**config.mk**
```make
export PLATFORM = sky130hd
export DESIGN_NAME = disk_seek_scheduler_top
export DESIGN_NICKNAME = d
export VERILOG_FILES = /design/src/hdl/dss_pkg.sv /design/src/hdl/dss_req_mem.sv /design/src/hdl/dss_move_unit.sv /design/src/hdl/disk_seek_scheduler_top.sv
export SDC_FILE = /design/constraint.sdc
export NUM_CORES = 2
export LEC_CHECK = 0
export ABC_AREA = 1
export BUFFER_PORTS_ARGS = -buffer_cell sky130_fd_sc_hd__buf_2
export CORE_MARGIN = 2
export CORE_UTILIZATION = 30
export CTS_CLUSTER_DIAMETER = 30
export DETAILED_ROUTE_END_ITERATION = 10
export GPL_TIMING_DRIVEN = 0
export PLACE_DENSITY_LB_ADDON = 0.05
export SETUP_SLACK_MARGIN = 0.05
export SYNTH_ARGS = -nofsm -noshare
export SYNTH_HDL_FRONTEND = slang
export SYNTH_SLANG_ARGS = --single-unit
```
**constraint.sdc**
```tcl
create_clock -name clk -period 6.5 [get_ports clk]
set_clock_uncertainty 0.2 [all_clocks]
set_input_delay 1.3 -clock clk [delete_from_list [all_inputs] [get_ports clk]]
set_output_delay 1.3 -clock clk [all_outputs]
set_load 0.02 [all_outputs]
```
**src/hdl/dss_pkg.sv**
```systemverilog
// dss_pkg: shared types and constants of the disk seek scheduler
// no dependencies; used by every module under hdl
package dss_pkg;

	localparam int POS_W     = 16;
	localparam int TRAVEL_W  = 22;
	localparam int CFG_W     = 16;
	localparam int CFG_IDX_W = 1;

	localparam logic [CFG_IDX_W-1:0] REG_POLICY_MODE    = 1'd0;
	localparam logic [CFG_IDX_W-1:0] REG_START_POSITION = 1'd1;

	localparam logic POLICY_FCFS = 1'b0;
	localparam logic POLICY_SCAN = 1'b1;

	localparam logic PHASE_UP   = 1'b0;
	localparam logic PHASE_DOWN = 1'b1;

	typedef struct packed {
		logic [POS_W-1:0] request_position;
		logic             last_request;
	} request_t;

	typedef struct packed {
		logic [POS_W-1:0]    from_position;
		logic [POS_W-1:0]    to_position;
		logic [TRAVEL_W-1:0] total_travel;
		logic                last_move;
	} result_t;

	typedef struct packed {
		logic             init;
		logic [POS_W-1:0] start_pos;
		logic             emit;
		logic [POS_W-1:0] target;
		logic             last;
	} move_cmd_t;

endpackage

```
**src/hdl/dss_req_mem.sv**
```systemverilog
// dss_req_mem: request store, one write port and one registered read port
// depends on dss_pkg
module dss_req_mem
	import dss_pkg::*;
#(
	parameter int DEPTH = 64,
	parameter int AW    = 6
) (
	input  logic             clk,
	input  logic             we,
	input  logic [AW-1:0]    waddr,
	input  logic [POS_W-1:0] wdata,
	input  logic [AW-1:0]    raddr,
	output logic [POS_W-1:0] rdata
);

	logic [POS_W-1:0] mem_q [DEPTH];
	logic [POS_W-1:0] rdata_s1;

	always_ff @(posedge clk) begin
		if (we) begin
			mem_q[waddr] <= wdata;
		end
		rdata_s1 <= mem_q[raddr];
	end

	assign rdata = rdata_s1;

endmodule

```
**src/hdl/dss_move_unit.sv**
```systemverilog
// dss_move_unit: head position, travel total and the registered result
// depends on dss_pkg
module dss_move_unit
	import dss_pkg::*;
(
	input  logic      clk,
	input  logic      arst_n,
	input  move_cmd_t cmd,
	output result_t   result,
	output logic      result_valid
);

	logic [POS_W-1:0]    head_q;
	logic [TRAVEL_W-1:0] travel_q;
	logic [POS_W-1:0]    seek_len;
	logic [TRAVEL_W-1:0] travel_n;
	result_t             result_q;
	logic                valid_q;

	always_comb begin
		seek_len = (cmd.target >= head_q) ? (cmd.target - head_q) : (head_q - cmd.target);
		travel_n = travel_q + TRAVEL_W'(seek_len);
	end

	always_ff @(posedge clk or negedge arst_n) begin
		if (!arst_n) begin
			head_q   <= '0;
			travel_q <= '0;
			valid_q  <= 1'b0;
		end else begin
			valid_q <= cmd.emit;
			if (cmd.init) begin
				head_q   <= cmd.start_pos;
				travel_q <= '0;
			end else if (cmd.emit) begin
				head_q   <= cmd.target;
				travel_q <= travel_n;
			end
		end
	end

	always_ff @(posedge clk) begin
		if (cmd.emit) begin
			result_q.from_position <= head_q;
			result_q.to_position   <= cmd.target;
			result_q.total_travel  <= travel_n;
			result_q.last_move     <= cmd.last;
		end
	end

	assign result       = result_q;
	assign result_valid = valid_q;

endmodule

```
**src/hdl/disk_seek_scheduler_top.sv**
```systemverilog
// Loading: a batch is taken one request a cycle; the last one (or the MAX_BATCH-th) starts service.
// Arrival order: each move is a memory read state followed by an emit state.
// Sweep order: each move takes one full pass over the request memory, a drain state and a
// decide state to pick the next cylinder, plus one more pass when the upward sweep runs out.
// A result is registered and shows in the cycle after its move is chosen; the receiver cannot stall.
// Reset clears control, head and travel; the request memory is not cleared.
module disk_seek_scheduler_top
	import dss_pkg::*;
#(
	parameter int MAX_BATCH = 64
) (
	input  logic                 clk,
	input  logic                 arst_n,
	input  logic                 start,
	input  request_t             request,
	output logic                 busy,
	output result_t              result,
	output logic                 result_valid,
	input  logic                 cfg_we,
	input  logic [CFG_IDX_W-1:0] cfg_index,
	input  logic [CFG_W-1:0]     cfg_data
);

	localparam int AW = (MAX_BATCH > 1) ? $clog2(MAX_BATCH) : 1;
	localparam int CW = $clog2(MAX_BATCH + 1);
	localparam int KW = POS_W + AW;

	localparam logic [2:0] ST_LOAD   = 3'd0;
	localparam logic [2:0] ST_FREAD  = 3'd1;
	localparam logic [2:0] ST_FEMIT  = 3'd2;
	localparam logic [2:0] ST_PASS   = 3'd3;
	localparam logic [2:0] ST_DRAIN  = 3'd4;
	localparam logic [2:0] ST_DECIDE = 3'd5;

	logic [2:0]       state_q;
	logic             policy_q;
	logic [POS_W-1:0] start_pos_q;
	logic [CW-1:0]    count_q;
	logic [CW-1:0]    n_q;
	logic [CW-1:0]    emitted_q;
	logic             mode_q;
	logic [POS_W-1:0] start_q;
	logic             phase_q;
	logic             have_bound_q;
	logic [KW-1:0]    bound_q;
	logic             found_q;
	logic [KW-1:0]    cand_q;
	logic [AW-1:0]    idx_q;
	logic             rvalid_s1;
	logic [AW-1:0]    ridx_s1;

	logic             accept;
	logic [CW-1:0]    count_n;
	logic             batch_end;
	logic             move_last;
	logic [AW-1:0]    raddr;
	logic [POS_W-1:0] rdata;
	logic [KW-1:0]    key;
	logic             qualify;
	move_cmd_t        cmd;

	assign busy      = (state_q != ST_LOAD);
	assign accept    = start && !busy;
	assign count_n   = count_q + 1'b1;
	assign batch_end = request.last_request || (count_n == CW'(MAX_BATCH));
	assign move_last = ((emitted_q + 1'b1) == n_q);
	assign raddr     = (state_q == ST_FREAD) ? emitted_q[AW-1:0] : idx_q;
	assign key       = {rdata, ridx_s1};

	always_ff @(posedge clk or negedge arst_n) begin
		if (!arst_n) begin
			policy_q    <= POLICY_FCFS;
			start_pos_q <= '0;
		end else if (cfg_we) begin
			unique case (cfg_index)
				REG_POLICY_MODE:    policy_q <= cfg_data[0];
				REG_START_POSITION: start_pos_q <= cfg_data[POS_W-1:0];
				default: ;
			endcase
		end
	end

	dss_req_mem #(
		.DEPTH(MAX_BATCH),
		.AW   (AW)
	) u_mem (
		.clk  (clk),
		.we   (accept),
		.waddr(count_q[AW-1:0]),
		.wdata(request.request_position),
		.raddr(raddr),
		.rdata(rdata)
	);

	always_comb begin
		if (phase_q == PHASE_UP) begin
			qualify = (rdata >= start_q) && (!have_bound_q || key > bound_q)
				&& (!found_q || key < cand_q);
		end else begin
			qualify = (rdata < start_q) && (!have_bound_q || key < bound_q)
				&& (!found_q || key > cand_q);
		end
	end

	always_comb begin
		cmd           = '0;
		cmd.start_pos = start_pos_q;
		cmd.init      = accept && batch_end;
		cmd.last      = move_last;
		if (state_q == ST_FEMIT) begin
			cmd.emit   = 1'b1;
			cmd.target = rdata;
		end else if (state_q == ST_DECIDE && found_q) begin
			cmd.emit   = 1'b1;
			cmd.target = cand_q[KW-1 -: POS_W];
		end
	end

	dss_move_unit u_move (
		.clk         (clk),
		.arst_n      (arst_n),
		.cmd         (cmd),
		.result      (result),
		.result_valid(result_valid)
	);

	always_ff @(posedge clk or negedge arst_n) begin
		if (!arst_n) begin
			state_q      <= ST_LOAD;
			count_q      <= '0;
			n_q          <= '0;
			emitted_q    <= '0;
			mode_q       <= POLICY_FCFS;
			start_q      <= '0;
			phase_q      <= PHASE_UP;
			have_bound_q <= 1'b0;
			bound_q      <= '0;
			found_q      <= 1'b0;
			cand_q       <= '0;
			idx_q        <= '0;
			rvalid_s1    <= 1'b0;
			ridx_s1      <= '0;
		end else begin
			rvalid_s1 <= (state_q == ST_PASS);
			ridx_s1   <= idx_q;
			if (rvalid_s1 && qualify) begin
				cand_q  <= key;
				found_q <= 1'b1;
			end
			unique case (state_q)
				ST_LOAD: begin
					if (accept) begin
						if (batch_end) begin
							count_q      <= '0;
							n_q          <= count_n;
							emitted_q    <= '0;
							mode_q       <= policy_q;
							start_q      <= start_pos_q;
							phase_q      <= PHASE_UP;
							have_bound_q <= 1'b0;
							found_q      <= 1'b0;
							idx_q        <= '0;
							state_q      <= (policy_q == POLICY_SCAN) ? ST_PASS : ST_FREAD;
						end else begin
							count_q <= count_n;
						end
					end
				end
				ST_FREAD: begin
					state_q <= ST_FEMIT;
				end
				ST_FEMIT: begin
					emitted_q <= emitted_q + 1'b1;
					state_q   <= move_last ? ST_LOAD : ST_FREAD;
				end
				ST_PASS: begin
					if ((CW'(idx_q) + 1'b1) == n_q) begin
						idx_q   <= '0;
						state_q <= ST_DRAIN;
					end else begin
						idx_q <= idx_q + 1'b1;
					end
				end
				ST_DRAIN: begin
					state_q <= ST_DECIDE;
				end
				ST_DECIDE: begin
					found_q <= 1'b0;
					if (found_q) begin
						bound_q      <= cand_q;
						have_bound_q <= 1'b1;
						emitted_q    <= emitted_q + 1'b1;
						state_q      <= move_last ? ST_LOAD : ST_PASS;
					end else begin
						phase_q      <= PHASE_DOWN;
						have_bound_q <= 1'b0;
						state_q      <= ST_PASS;
					end
				end
				default: begin
					state_q <= ST_LOAD;
				end
			endcase
		end
	end

`ifndef SYNTH
	a_result_from_service: assert property (@(posedge clk) disable iff (!arst_n)
		result_valid |-> $past(busy))
		else $error("result without a batch in service");

	a_count_idle: assert property (@(posedge clk) disable iff (!arst_n)
		busy |-> (count_q == '0))
		else $error("load count not cleared during service");

	a_emitted_bound: assert property (@(posedge clk) disable iff (!arst_n)
		busy |-> (emitted_q < n_q))
		else $error("more moves than requests in the batch");

	a_last_move_ends: assert property (@(posedge clk) disable iff (!arst_n)
		(result_valid && result.last_move) |-> !busy)
		else $error("service still running after the final move");

	a_mode_stable: assert property (@(posedge clk) disable iff (!arst_n)
		(busy && $past(busy)) |-> $stable(mode_q) && $stable(n_q))
		else $error("batch setup changed during service");
`endif

endmodule
```
==> metrics.txt <==
Final period util=0.924; status=complete, no violations; Final Routed Wirelength=210000 microns; Slowest Stage Delay on Critical Path=410 ps; Critical R2R Launch=state_q[1]; Crit Path Class=reg2reg; met1 WL=93400 microns; Critical Path RT=6920 ps; Critical-path top delay cell=fa_1; Yosys cell types=47; H-Tree Depth=5; total congestion overflow=0; GPL Wtd Cong=roughly 0.9; DP Wirelength=147000 microns; most frequent cells in the layout=1169 x nand2_1, 1079 x edfxtp_1, 503 x nand3_1; largest net degree at the start of global routing=between 80 and 90; CTS tree=done; Filler cells=17700; Static Leak=28.7 nW; share of post-route cells with drive strength above 1=0.168; R2R cell count=31; Reg clk slew, reported paths=40 ps; number of global-route vias before repair=39800; syn_nets=5184; row count=156; fmax=0.166 GHz; Top FF cell, synth=edfxtp_1; FFs w/ async S/R, synth=0.125; unrepaired setup endpoints after global routing=no; most frequent cell on the critical path=nand2_1; Worst Hold Class=in2async; Post-DP Area=60100 sq um; Tmin final=about 6000 ps; hold bufs inserted after CTS=0; Port-buffer cells=94; routed vias/inst=4.85; clock sink total=1251; io pins=95; final setup fails=0; Warnings, synthesis=0; TritonRoute pass-1 iters=6; Hold Slack=about 180 ps; setup_tns=0 ps; crit-path leading delay family=simple AND/OR/NAND/NOR gates; final worst setup slack=493 ps; core box area=181000 sq um; total length of routed met3 wires=10200 microns; critical path peak fanout=10; initial antenna violation count=2; most common cell after layout, fill and taps aside=nand2_1; via count=40000; global-route wire length before repair=297000 microns; top sig layer=met5; Seq/Total Area, Yosys=0.669; post-synthesis area per instance=10.9 sq um; element type at the critical path end=register; design area=71800 sq um; Final nets=5739; DR WL met2=100000 microns; #FFs+latches synth=1251; CTS Buf Count=370; die area=between 150000 and 200000 sq um; Slew @ Worst Pin=1460 ps; Arr. time, crit path=6430 ps; Reg-to-Reg End=u_move.result[21]; clk buf depth=4; max-slew violations=0; GR Util All Layers=0.224; Worst VDD drop=0.269 mV; WP buf/inv=6; Final Power=25.8 mW; area grow syn2layout=31.2%; starting utilization of the core area=0.302; pre-CTS WS=-131 ps; Critical Path Source Type=register; chip width=431 microns; routed len/inst=25.5 microns; DR DRC count=0; CTS root buf=clkbuf_16; reg-to-reg slack, setup=490 ps; 1st-iter DRT viols=3359; Die Ht=about 430 microns; Cell Pwr Density=360 nW/um^2; ANT nets after route=0; Max Cap Violations=0; clock latency on the worst-skew pair=~940 ps; Post-synth EDFFs=1079; Netlist Area Pre-Place=54700 sq um; endpoints failing hold=0; Syn Inst Count=5032; max_slew headroom=0.0291
-- worst reg2reg max path, delay by kind of cell (launching register included) --
kind | cells | cell delay (ps)
AOI/OAI and AO/OA | 5 | 860
buffers and inverters | 6 | 820
DFF | 1 | 380
xor gates and xnor gates | 1 | 300
and+or+nand+nor | 16 | 2080
adders and majority gates | 3 | 1110
-- repair_timing --
action | 4_1_cts | 5_1_grt
setup buffers | 0 | 0
setup endpoints to repair | 8 | 18
pin swaps | 1 | 2
resized for setup | 4 | 16
-- flip-flops by register name (all words and copies together), names as in the netlist, 3 cells and up --
| register | cells |
|---|---|
| u_move.travel_q | 22 |
| idx_q | 6 |
| u_move.head_q | 16 |
| state_q | 3 |
| u_mem.rdata | 16 |
| u_mem.mem_q | 1024 |
| start_q | 16 |
| emitted_q | 7 |
| n_q | 7 |
| cand_q | 22 |
| ridx_s1 | 6 |
| bound_q | 22 |
| start_pos_q | 16 |
| u_move.result | 55 |
| count_q | 7 |
-- metrics by stage --
step           cells   util
3_3_place_gp    7496  0.321
6_report        8245  0.396
5_1_grt         8240  0.396
4_1_cts         8240  0.396
3_5_place_dp    7585  0.332
2_1_floorplan   5032      -
-- report_power, final --
group | switching (mW) | internal [mW] | total [mW]
combinational | 0.195 | 0.0519 | 0.247
sequential | 0.00937 | 8.77 | 8.78
clock | 4.97 | 11.9 | 16.8
total | 5.17 | 20.7 | 25.8
-- synth_stat cells, types with 2 or more instances --
cell type,instances,area [sq um]
inv_2,8,30.0
a21o_1,9,67.6
nor2_1,507,1900
o21ai_1,27,135
dfrtp_1,156,3900
nand2_1,1174,4410
buf_1,14,52.6
o211ai_1,120,901
buf_2,125,626
o31ai_1,2,15.0
a21boi_0,2,15.0
dfxtp_1,16,320
edfxtp_1,1079,32400
o22ai_1,26,163
xnor2_1,13,114
a21oi_1,101,505
clkbuf_1,73,274
clkinv_1,2,7.51
nand3b_1,2,15.0
a22o_1,3,26.3
o21bai_1,13,97.6
o21ai_0,364,1820
ha_1,111,1390
nand2_2,6,37.5
inv_1,387,1450
or2_2,7,43.8
fa_1,3,60.1
nor3_1,9,45.0
buf_6,20,225
nand4_1,41,257
xor2_1,38,333
nand3_1,503,2520
buf_4,23,173
mux2_2,15,169
and2_1,4,25.0
nor4_1,9,56.3
o21a_1,5,37.5
a31oi_1,6,37.5
-- metal layers --
| layer | up-vias | GRT usage |
|---|---|---|
| met1 | 19800 | 0.295 |
| met3 | 362 | 0.0379 |
| li1 | 18700 | - |
| met5 | - | 0 |
| met4 | 2 | 0.0778 |
| met2 | 1176 | 0.371 |
-- cell type report --
class	instances	area (sq um)	share of cell area
clock inverters	185	1750	0.0244
multi-input cells	3129	15500	0.216
diodes	5	12.5	0.000174
clock buffers	470	9900	0.138
flip-flops and latches	1251	36600	0.510
inverters	397	1490	0.0208
repair buffers	183	2160	0.0301
plain buffers	255	1360	0.0189
well taps	2370	2970	0.0413
-- cell families (layout without fill, tap and decap cells) --
family	after synthesis	in the layout	share of synthesized area
buffers and inverters	652	1490	0.0519
flip-flops	1251	1251	0.669
multiplexers	16	16	0.00327
AO/OA/AOI/OAI	682	682	0.0706
AND/OR/NAND/NOR	2266	2266	0.171
other	0	5	0
adder cells (fa/ha/maj)	114	114	0.0265
XOR/XNOR	51	51	0.00816
-- worst max path at each step --
| stage | slack (ps) | startpoint | end | cells past startpoint |
|---|---|---|---|---|
| 3_3_place_gp | -340 | start | u_mem.mem_q[19][15] | 5 |
| 2_1_floorplan | 1610 | state_q[1] | u_move.result[19] | 30 |
| 3_5_place_dp | -130 | state_q[1] | u_move.result[19] | 32 |
| 6_report | 490 | state_q[1] | u_move.result[21] | 31 |
| 5_1_grt | 50 | state_q[1] | u_move.result[21] | 31 |
| 4_1_cts | 50 | state_q[1] | u_move.result[21] | 33 |
No activity file was read; power rests on OpenSTA's default activity.
